[src/sv/dtd_pkg.sv]
// Package for the delayed task dispatcher: request kinds, sequencer states,
// fixed field widths and the verdict that the slot unit hands the sequencer.
// No dependencies.
`default_nettype none

package dtd_pkg;

  // Fixed widths of the port fields.
  localparam int TASK_PORT_W  = 8;
  localparam int DELAY_W      = 16;
  localparam int COUNT_PORT_W = 4;
  localparam int TICK_W       = 32;

  // Request kinds carried on in_kind.
  typedef enum logic [1:0] {
    KIND_ENQ  = 2'd0,
    KIND_SET  = 2'd1,
    KIND_DISP = 2'd2,
    KIND_TICK = 2'd3
  } kind_t;

  // Sequencer states.
  typedef enum logic [1:0] {
    ST_IDLE   = 2'd0,
    ST_SCAN   = 2'd1,
    ST_POP    = 2'd2,
    ST_FINISH = 2'd3
  } state_t;

  // What the shared slot unit decides about one timer slot.
  typedef struct packed {
    logic               match;
    logic               free;
    logic               expire;
    logic [DELAY_W-1:0] rem_dec;
  } slot_verdict_t;

endpackage

`default_nettype wire

[src/sv/dtd_ram.sv]
// Generic single-write, single-read RAM with a registered read port.
// No dependencies.
`default_nettype none

module dtd_ram #(
  parameter int WIDTH = 8,
  parameter int DEPTH = 8
) (
  input  wire logic                                     clk,
  input  wire logic                                     we,
  input  wire logic [((DEPTH > 1) ? $clog2(DEPTH) : 1)-1:0] waddr,
  input  wire logic [WIDTH-1:0]                         wdata,
  input  wire logic [((DEPTH > 1) ? $clog2(DEPTH) : 1)-1:0] raddr,
  output logic      [WIDTH-1:0]                         rdata
);

  logic [WIDTH-1:0] mem [DEPTH];

  // Write port.
  always_ff @(posedge clk) begin
    if (we) begin
      mem[waddr] <= wdata;
    end
  end

  // Registered read port.
  always_ff @(posedge clk) begin
    rdata <= mem[raddr];
  end

endmodule

`default_nettype wire

[src/sv/dtd_slot_unit.sv]
// Shared compare and decrement unit applied to one timer slot per cycle.
// Depends on dtd_pkg.
`default_nettype none

module dtd_slot_unit #(
  parameter int TASK_ID_BITS = 8
) (
  input  wire logic                            slot_valid,
  input  wire logic [TASK_ID_BITS-1:0]         slot_task,
  input  wire logic [dtd_pkg::DELAY_W-1:0]     slot_rem,
  input  wire logic [TASK_ID_BITS-1:0]         req_id,
  output dtd_pkg::slot_verdict_t               verdict
);

  // A slot matches when it is occupied by the requested task; it expires
  // when its countdown stands at one. Every other occupied slot counts down.
  always_comb begin
    verdict.match   = slot_valid && (slot_task == req_id);
    verdict.free    = !slot_valid;
    verdict.expire  = slot_valid && (slot_rem == dtd_pkg::DELAY_W'(1));
    verdict.rem_dec = slot_rem - dtd_pkg::DELAY_W'(1);
  end

endmodule

`default_nettype wire

[src/sv/delayed_task_dispatcher_core.sv]
// Top level of the delayed task dispatcher: sequencer, ready queue and timer table.
// Depends on dtd_pkg, dtd_ram and dtd_slot_unit.
//
//   channel  | ports                                          | handshake
//   ---------+------------------------------------------------+-----------------------
//   request  | in_kind, in_task_id, in_delay                  | start high, busy low
//   result   | out_dispatched_task, out_status,               | out_valid, one cycle,
//            | out_queue_count, out_tick_count                | no backpressure
//
// After the accepting edge busy stays high through FINISH alone (enqueue, or set
// timer for the idle task), through POP and FINISH (dispatch, one queue memory
// read) or through SCAN and FINISH (set timer, tick): the timer table has one
// read port and is scanned one slot per cycle, with one slot read ahead. A set timer
// that finds its task stops the scan early. The result strobe comes in the
// cycle busy falls, and a new request may be taken in that same cycle.
// rst_n is synchronous, active low; it empties the queue and the timer table.
// The receiver cannot stall, so a result is shown exactly once.
`default_nettype none

module delayed_task_dispatcher_core #(
  parameter int QUEUE_SLOTS  = 8,
  parameter int TIMER_SLOTS  = 8,
  parameter int TASK_ID_BITS = 8
) (
  input  wire logic                                 clk,
  input  wire logic                                 rst_n,
  input  wire logic                                 start,
  output logic                                      busy,
  input  wire logic [1:0]                           in_kind,
  input  wire logic [dtd_pkg::TASK_PORT_W-1:0]      in_task_id,
  input  wire logic [dtd_pkg::DELAY_W-1:0]          in_delay,
  output logic                                      out_valid,
  output logic      [dtd_pkg::TASK_PORT_W-1:0]      out_dispatched_task,
  output logic                                      out_status,
  output logic      [dtd_pkg::COUNT_PORT_W-1:0]     out_queue_count,
  output logic      [dtd_pkg::TICK_W-1:0]           out_tick_count
);

  localparam int QI = $clog2(QUEUE_SLOTS);
  localparam int QC = $clog2(QUEUE_SLOTS + 1);
  localparam int TI = (TIMER_SLOTS > 1) ? $clog2(TIMER_SLOTS) : 1;
  localparam int TC = $clog2(TIMER_SLOTS + 1);
  localparam int TW = TASK_ID_BITS + dtd_pkg::DELAY_W;

  // Sequencer and request registers.
  dtd_pkg::state_t               state_r, state_nxt;
  dtd_pkg::kind_t                kind_r, kind_nxt;
  logic [TASK_ID_BITS-1:0]       id_r, id_nxt;
  logic [dtd_pkg::DELAY_W-1:0]   delay_r, delay_nxt;

  // Ready queue pointers.
  logic [QI-1:0]                 head_r, head_nxt;
  logic [QI-1:0]                 tail_r, tail_nxt;
  logic [QC-1:0]                 count_r, count_nxt;

  // Timer table occupancy and scan state.
  logic [TIMER_SLOTS-1:0]        valid_r, valid_nxt;
  logic [TC-1:0]                 rd_cnt_r, rd_cnt_nxt;
  logic                          pv_r, pv_nxt;
  logic [TI-1:0]                 pidx_r, pidx_nxt;
  logic                          free_found_r, free_found_nxt;
  logic [TI-1:0]                 free_idx_r, free_idx_nxt;
  logic                          done_r, done_nxt;
  logic                          dropped_r, dropped_nxt;

  logic [dtd_pkg::TICK_W-1:0]    tick_r, tick_nxt;

  // Result registers.
  logic                              out_valid_r, out_valid_nxt;
  logic [dtd_pkg::TASK_PORT_W-1:0]   out_disp_r, out_disp_nxt;
  logic                              out_status_r, out_status_nxt;
  logic [dtd_pkg::COUNT_PORT_W-1:0]  out_count_r, out_count_nxt;
  logic [dtd_pkg::TICK_W-1:0]        out_tick_r, out_tick_nxt;

  // Memory ports.
  logic                          q_we;
  logic [TASK_ID_BITS-1:0]       q_wdata, q_rdata;
  logic                          t_we;
  logic [TI-1:0]                 t_waddr;
  logic [TW-1:0]                 t_wdata, t_rdata;

  logic [TASK_ID_BITS-1:0]       slot_task;
  logic [dtd_pkg::DELAY_W-1:0]   slot_rem;
  logic                          slot_valid;
  logic                          scan_end;
  logic [TASK_ID_BITS-1:0]       in_id;
  dtd_pkg::slot_verdict_t        verdict;

  assign in_id      = TASK_ID_BITS'(in_task_id);
  assign slot_task  = t_rdata[TW-1:dtd_pkg::DELAY_W];
  assign slot_rem   = t_rdata[dtd_pkg::DELAY_W-1:0];
  assign slot_valid = valid_r[pidx_r];

  // Ready queue storage, read at the head.
  dtd_ram #(
    .WIDTH (TASK_ID_BITS),
    .DEPTH (QUEUE_SLOTS)
  ) u_queue_ram (
    .clk   (clk),
    .we    (q_we),
    .waddr (tail_r),
    .wdata (q_wdata),
    .raddr (head_r),
    .rdata (q_rdata)
  );

  // Timer table storage: task id above, countdown below.
  dtd_ram #(
    .WIDTH (TW),
    .DEPTH (TIMER_SLOTS)
  ) u_timer_ram (
    .clk   (clk),
    .we    (t_we),
    .waddr (t_waddr),
    .wdata (t_wdata),
    .raddr (rd_cnt_r[TI-1:0]),
    .rdata (t_rdata)
  );

  // Shared compare and decrement unit.
  dtd_slot_unit #(
    .TASK_ID_BITS (TASK_ID_BITS)
  ) u_slot_unit (
    .slot_valid (slot_valid),
    .slot_task  (slot_task),
    .slot_rem   (slot_rem),
    .req_id     (id_r),
    .verdict    (verdict)
  );

  // The scan ends on the last slot, or when a set timer finds its task.
  assign scan_end = pv_r && ((rd_cnt_r == TC'(TIMER_SLOTS)) ||
                             ((kind_r == dtd_pkg::KIND_SET) && verdict.match));

  // Next state.
  always_comb begin
    state_nxt = state_r;
    case (state_r)
      dtd_pkg::ST_IDLE: begin
        if (start) begin
          case (dtd_pkg::kind_t'(in_kind))
            dtd_pkg::KIND_ENQ:  state_nxt = dtd_pkg::ST_FINISH;
            dtd_pkg::KIND_SET:  state_nxt = (in_id == '0) ? dtd_pkg::ST_FINISH
                                                          : dtd_pkg::ST_SCAN;
            dtd_pkg::KIND_DISP: state_nxt = dtd_pkg::ST_POP;
            dtd_pkg::KIND_TICK: state_nxt = dtd_pkg::ST_SCAN;
            default:            state_nxt = dtd_pkg::ST_IDLE;
          endcase
        end
      end
      dtd_pkg::ST_SCAN: begin
        if (scan_end) begin
          state_nxt = dtd_pkg::ST_FINISH;
        end
      end
      dtd_pkg::ST_POP:    state_nxt = dtd_pkg::ST_FINISH;
      dtd_pkg::ST_FINISH: state_nxt = dtd_pkg::ST_IDLE;
      default:            state_nxt = dtd_pkg::ST_IDLE;
    endcase
  end

  // Datapath and memory controls.
  always_comb begin
    kind_nxt       = kind_r;
    id_nxt         = id_r;
    delay_nxt      = delay_r;
    head_nxt       = head_r;
    tail_nxt       = tail_r;
    count_nxt      = count_r;
    valid_nxt      = valid_r;
    rd_cnt_nxt     = rd_cnt_r;
    pv_nxt         = 1'b0;
    pidx_nxt       = pidx_r;
    free_found_nxt = free_found_r;
    free_idx_nxt   = free_idx_r;
    done_nxt       = done_r;
    dropped_nxt    = dropped_r;
    tick_nxt       = tick_r;
    out_valid_nxt  = 1'b0;
    out_disp_nxt   = out_disp_r;
    out_status_nxt = out_status_r;
    out_count_nxt  = out_count_r;
    out_tick_nxt   = out_tick_r;
    q_we           = 1'b0;
    q_wdata        = id_r;
    t_we           = 1'b0;
    t_waddr        = pidx_r;
    t_wdata        = {id_r, delay_r};

    case (state_r)
      dtd_pkg::ST_IDLE: begin
        // Capture the request and clear the per-request flags.
        if (start) begin
          kind_nxt       = dtd_pkg::kind_t'(in_kind);
          id_nxt         = in_id;
          delay_nxt      = in_delay;
          rd_cnt_nxt     = '0;
          free_found_nxt = 1'b0;
          done_nxt       = 1'b0;
          dropped_nxt    = 1'b0;
          if (dtd_pkg::kind_t'(in_kind) == dtd_pkg::KIND_TICK) begin
            tick_nxt = tick_r + dtd_pkg::TICK_W'(1);
          end
        end
      end

      dtd_pkg::ST_SCAN: begin
        // Read ahead one slot while the previous one is processed.
        if (rd_cnt_r != TC'(TIMER_SLOTS)) begin
          pv_nxt     = 1'b1;
          pidx_nxt   = rd_cnt_r[TI-1:0];
          rd_cnt_nxt = rd_cnt_r + TC'(1);
        end
        if (pv_r) begin
          if (kind_r == dtd_pkg::KIND_TICK) begin
            if (verdict.expire) begin
              // The slot frees itself; its task goes to the queue if room.
              valid_nxt[pidx_r] = 1'b0;
              if (count_r == QC'(QUEUE_SLOTS)) begin
                dropped_nxt = 1'b1;
              end else begin
                q_we      = 1'b1;
                q_wdata   = slot_task;
                tail_nxt  = (tail_r == QI'(QUEUE_SLOTS - 1)) ? '0 : tail_r + QI'(1);
                count_nxt = count_r + QC'(1);
              end
            end else if (slot_valid) begin
              t_we    = 1'b1;
              t_wdata = {slot_task, verdict.rem_dec};
            end
          end else begin
            // Set timer: overwrite a matching slot, else note the first free one.
            if (verdict.match) begin
              t_we     = 1'b1;
              done_nxt = 1'b1;
            end else if (verdict.free && !free_found_r) begin
              free_found_nxt = 1'b1;
              free_idx_nxt   = pidx_r;
            end
          end
        end
      end

      dtd_pkg::ST_POP: begin
        // The queue memory reads the head during this cycle.
      end

      dtd_pkg::ST_FINISH: begin
        out_status_nxt = dropped_r;
        out_disp_nxt   = '0;
        case (kind_r)
          dtd_pkg::KIND_ENQ: begin
            if (id_r != '0) begin
              if (count_r == QC'(QUEUE_SLOTS)) begin
                out_status_nxt = 1'b1;
              end else begin
                q_we      = 1'b1;
                tail_nxt  = (tail_r == QI'(QUEUE_SLOTS - 1)) ? '0 : tail_r + QI'(1);
                count_nxt = count_r + QC'(1);
              end
            end
          end
          dtd_pkg::KIND_SET: begin
            // A set timer for the idle task is ignored without a drop.
            if (!done_r && (id_r != '0)) begin
              if (free_found_r) begin
                t_we                  = 1'b1;
                t_waddr               = free_idx_r;
                valid_nxt[free_idx_r] = 1'b1;
              end else begin
                out_status_nxt = 1'b1;
              end
            end
          end
          dtd_pkg::KIND_DISP: begin
            if (count_r != '0) begin
              out_disp_nxt = dtd_pkg::TASK_PORT_W'(q_rdata);
              head_nxt     = (head_r == QI'(QUEUE_SLOTS - 1)) ? '0 : head_r + QI'(1);
              count_nxt    = count_r - QC'(1);
            end
          end
          dtd_pkg::KIND_TICK: begin
          end
          default: begin
          end
        endcase
        out_valid_nxt = 1'b1;
        out_count_nxt = dtd_pkg::COUNT_PORT_W'(count_nxt);
        out_tick_nxt  = tick_r;
      end

      default: begin
      end
    endcase
  end

  // Control registers.
  always_ff @(posedge clk) begin
    if (!rst_n) begin
      state_r     <= dtd_pkg::ST_IDLE;
      head_r      <= '0;
      tail_r      <= '0;
      count_r     <= '0;
      valid_r     <= '0;
      rd_cnt_r    <= '0;
      pv_r        <= 1'b0;
      tick_r      <= '0;
      out_valid_r <= 1'b0;
    end else begin
      state_r     <= state_nxt;
      head_r      <= head_nxt;
      tail_r      <= tail_nxt;
      count_r     <= count_nxt;
      valid_r     <= valid_nxt;
      rd_cnt_r    <= rd_cnt_nxt;
      pv_r        <= pv_nxt;
      tick_r      <= tick_nxt;
      out_valid_r <= out_valid_nxt;
    end
  end

  // Payload registers.
  always_ff @(posedge clk) begin
    kind_r       <= kind_nxt;
    id_r         <= id_nxt;
    delay_r      <= delay_nxt;
    pidx_r       <= pidx_nxt;
    free_found_r <= free_found_nxt;
    free_idx_r   <= free_idx_nxt;
    done_r       <= done_nxt;
    dropped_r    <= dropped_nxt;
    out_disp_r   <= out_disp_nxt;
    out_status_r <= out_status_nxt;
    out_count_r  <= out_count_nxt;
    out_tick_r   <= out_tick_nxt;
  end

  // Port drive.
  assign busy                = (state_r != dtd_pkg::ST_IDLE);
  assign out_valid           = out_valid_r;
  assign out_dispatched_task = out_disp_r;
  assign out_status          = out_status_r;
  assign out_queue_count     = out_count_r;
  assign out_tick_count      = out_tick_r;

endmodule

`default_nettype wire

[config.mk]
export PLATFORM = sky130hd
export DESIGN_NAME = delayed_task_dispatcher_core
export DESIGN_NICKNAME = d
export VERILOG_FILES = /design/src/sv/dtd_pkg.sv /design/src/sv/dtd_ram.sv /design/src/sv/dtd_slot_unit.sv /design/src/sv/delayed_task_dispatcher_core.sv
export SDC_FILE = /design/constraint.sdc
export NUM_CORES = 1
export LEC_CHECK = 0
export ABC_AREA = 1
export BUFFER_PORTS_ARGS = -buffer_cell sky130_fd_sc_hd__buf_4
export CAP_MARGIN = 30
export CORE_MARGIN = 1
export CORE_UTILIZATION = 50
export CTS_CLUSTER_DIAMETER = 100
export CTS_CLUSTER_SIZE = 14
export DETAILED_ROUTE_END_ITERATION = 8
export PLACE_DENSITY = 0.74
export SYNTH_ARGS = -nofsm -noshare
export SYNTH_HDL_FRONTEND = slang
export SYNTH_SLANG_ARGS = --single-unit
[constraint.sdc]
create_clock -name clk -period 4.1 [get_ports clk]
set_input_delay 0.615 -clock clk [delete_from_list [all_inputs] [get_ports clk]]
set_output_delay 0.615 -clock clk [all_outputs]
set_load 0.1 [all_outputs]
==> run_results.csv <==
group,metric,value,unit
worst_hold_path,hold_depth,1,
global_route,grt_pass1_vias,11548,
place,place_area,18800,sq um
logic_synthesis,postSynthCellCount,1662,
final_layout,design_area,19900,sq um
pwr,pwr-share-seq,47.4,%
global_route,grt_remaining_overflow,0,
pwr,total_power,11300,uW
place,placedCellCount,2153,
setup_path,r2r-end,"u_timer_ram.mem[3][12]",
floorplan,ios,76,
setup_path,crit_path_max_incr_delay,0.55,ns
sta,fin_crit_sh,78.9,%
final_layout,layout-drive-gt1-share,10.4,%
final_layout,fin_cells,2219,
logic_synthesis,syn_avg_cell_area,10.7,sq um
pwr,p_int,7620,uW
pwr,ir_worst_vdd,418,uV
global_route,grt_pass1_wl,59.1,mm
sta,slew-limit-headroom,31.7,%
cts,post_cts_buffers,0,
cts,htree_levels,2,
logic_synthesis,synth.area.top_cells,"edfxtp_1 (57%), dfxtp_1 (10%), nor2_1 (7.6%), o21ai_0 (4.8%), nand2_1 (4.3%)",
sta,finalSetupTns,0,ns
floorplan,dieArea,36200,sq um
routing,drc_errors,0,
final_layout,nFillCells,2786,
worst_hold_path,min_to,"delay_r[8]",
sta,period_needed,3.23,ns
floorplan,initial_core_util,51.1,%
logic_synthesis,yosysSeqAreaShare,67.1,%
setup_path,slowest_stage,"ha_1",
cts,max-clock-path-buffers,3,
routing,routedWlPerCell,16.9,um
setup_path,critical_path.top_delay_family,"simple AND/OR/NAND/NOR gates",
cts,ctsResizeCount,0,
logic_synthesis,syn_area,17700,sq um
setup_path,worst-path-buf-inv,2,
logic_synthesis,yosys.cell_types.count,46,
routing,final_antenna_net_count,0,
setup_path,r2r-start,"state_r[1]",
final_layout,finalNetCount,1780,
setup_path,crit_chain,"inv_1, ha_1, nand3_1, nor3_2, nand2_2, o211ai_1, nand2_1, nor2_2, buf_4",
sta,worst_clock_skew,0.0245,ns
global_route,antenna_found_initial,0,
sta,fmax,309,MHz
logic_synthesis,synth_largest_area_cell,"edfxtp_1",
cts,cts_tree,"built",
cts,cts_root_buf,"clkbuf_16",
setup_path,worstPathMaxFanout,27,
setup_path,rrSetupSlack,0.87,ns
cts,cts_sinks,426,
place,hpwl,24.0,mm
place,finalWeightedCongestion,0.945,
global_route,grt_max_degree,100,
flow_run,cap_violations,0,
global_route,global_route.usage.total,20.7,%
pwr,leakagePower,0.00708,uW
cts,hold_buffers,0,
cts,clk_latency,0.53,ns
logic_synthesis,synth.most_common_cell,"nor2_1",
final_layout,synthToLayoutAreaGrowth,12.2,%
sta,tightest_slew,1.03,ns
setup_path,required,4.28,ns
setup_path,path_class,"register to register",
cts,clk_pin_slew,0.07,ns
logic_synthesis,yosysTopAreaCellShare,56.9,%
sta,setup_viol,0,
logic_synthesis,ys_warn_count,0,
routing,vias,12109,
place,port_buffers,75,
setup_path,reg2reg_depth,9,
pwr,pwr-share-clk,28.2,%
logic_synthesis,synth-edff-count,336,
worst_hold_path,hp-class,"primary input to register",
floorplan,rows,68,
routing,drtIter0Drc,1017,
pwr,power.switching,3680,uW
sta,rsz0062_at_grt,"false",
setup_path,setup.worst_path.start,"state_r[1]",
sta,finalMaxSlewViolations,0,
setup_path,cp-start-kind,"register",
setup_path,critical_path_arrival,3.41,ns
logic_synthesis,synth_fp_nets,1706,
logic_synthesis,synth-seq-cells,426,
status,status,"finished, final reports clean",
floorplan,die_h,190,um
logic_synthesis,yosys-top-cells-count,"nor2_1 (357), edfxtp_1 (336), nand2_1 (205), o21ai_0 (171), inv_1 (106)",
pwr,swShare,32.6,%
cts,numCtsBuffers,36,
worst_hold_path,min_from,"in_delay[8]",
floorplan,coreArea,34700,sq um
pwr,power_density,568,nW/um^2
sta,hold_violations,0,
logic_synthesis,synthArstFlopShare,0,%
routing,vias_per_cell,5.46,
routing,drt_wl_total,37.5,mm
logic_synthesis,synth_ff_type,"edfxtp_1",
pwr,power_frac_comb,24.4,%
setup_path,cp-end-kind,"register",
routing,dr.pass1.iters,5,
final_layout,n_antenna_cell,0,
floorplan,die_x,190,um
metal layers:
layer,vias to the layer above,global-route usage [%],wire length [um]
met5,-,0,0
met4,0,6.80,883
met3,71,3.00,2450
met2,408,35.0,18200
met1,5734,27.6,15900
li1,5896,-,-
stage by stage:
stage | utilization [%] | hold WS (ns) | setup slack, ns
final | 57.3 | 0.254 | 0.867
after global placement | 54.2 | 0.460 | 1.03
after CTS | 57.3 | 0.237 | 0.900
after global routing | 57.3 | 0.247 | 0.612
after floorplan | - | 0.403 | 0.209
after detailed placement | 54.2 | 0.467 | 0.938
placed cells by master (no fill, tap or decap), types with 38 or more instances in the layout:
| master | n |
|---|---|
| clkbuf_16 | 38 |
| nand3_1 | 38 |
| nor2_1 | 349 |
| inv_1 | 106 |
| dfxtp_1 | 89 |
| buf_4 | 104 |
| a21oi_1 | 47 |
| nand2_1 | 205 |
| o21ai_0 | 171 |
| edfxtp_1 | 336 |
cell families (layout without fill, tap and decap cells):
| logic type | after synthesis | in the layout | synth area share (%) |
|---|---|---|---|
| xor gates and xnor gates | 38 | 38 | 1.88 |
| AOI/OAI and AO/OA | 317 | 317 | 9.71 |
| and+or+nand+nor | 685 | 685 | 16.2 |
| adders and majority gates | 15 | 15 | 1.06 |
| buffers and inverters | 181 | 283 | 4.05 |
| DFF | 426 | 426 | 67.1 |
flip-flops by register name (all words and copies together), names as in the netlist, 2 cells and up:
signal	count
head_r	3
tick_r	32
tail_r	3
out_queue_count	4
rd_cnt_r	4
id_r	8
valid_r	8
out_tick_count	32
u_timer_ram.mem	192
kind_r	2
out_dispatched_task	8
pidx_r	3
delay_r	16
u_queue_ram.mem	64
count_r	4
free_idx_r	3
u_timer_ram.rdata	24
state_r	2
u_queue_ram.rdata	8
power by group through the flow:
stage | registers (uW) | logic, uW | clock network (uW)
after global placement | 5430 | 2680 | 0
after global routing | 5380 | 3040 | 3400
after floorplan | 5670 | 1760 | 0
after CTS | 5350 | 2750 | 3240
after detailed placement | 5440 | 2730 | 0
final | 5350 | 2750 | 3190
final cells by class:
type | instances | area [sq um] | area share [%]
flip-flops and latches | 426 | 11900 | 59.8
multi-input cells | 1055 | 5140 | 25.8
clock buffers | 64 | 1050 | 5.27
repair buffers | 104 | 781 | 3.93
well taps | 455 | 569 | 2.86
inverters | 113 | 429 | 2.16
clock inverters | 2 | 25.0 | 0.126
worst max-delay path by stage:
stage                     slack, ns                endpoint  cells after the start
after detailed placement       0.94  u_timer_ram.mem[3][12]                      9
after global routing           0.61  u_timer_ram.mem[3][12]                      9
after global placement         1.03  u_timer_ram.mem[1][13]                      9
after floorplan                0.21   u_timer_ram.mem[0][0]                      8
final                          0.87  u_timer_ram.mem[3][12]                      9
after CTS                      0.90  u_timer_ram.mem[4][21]                      9
Power figures use the tool's default switching activity.
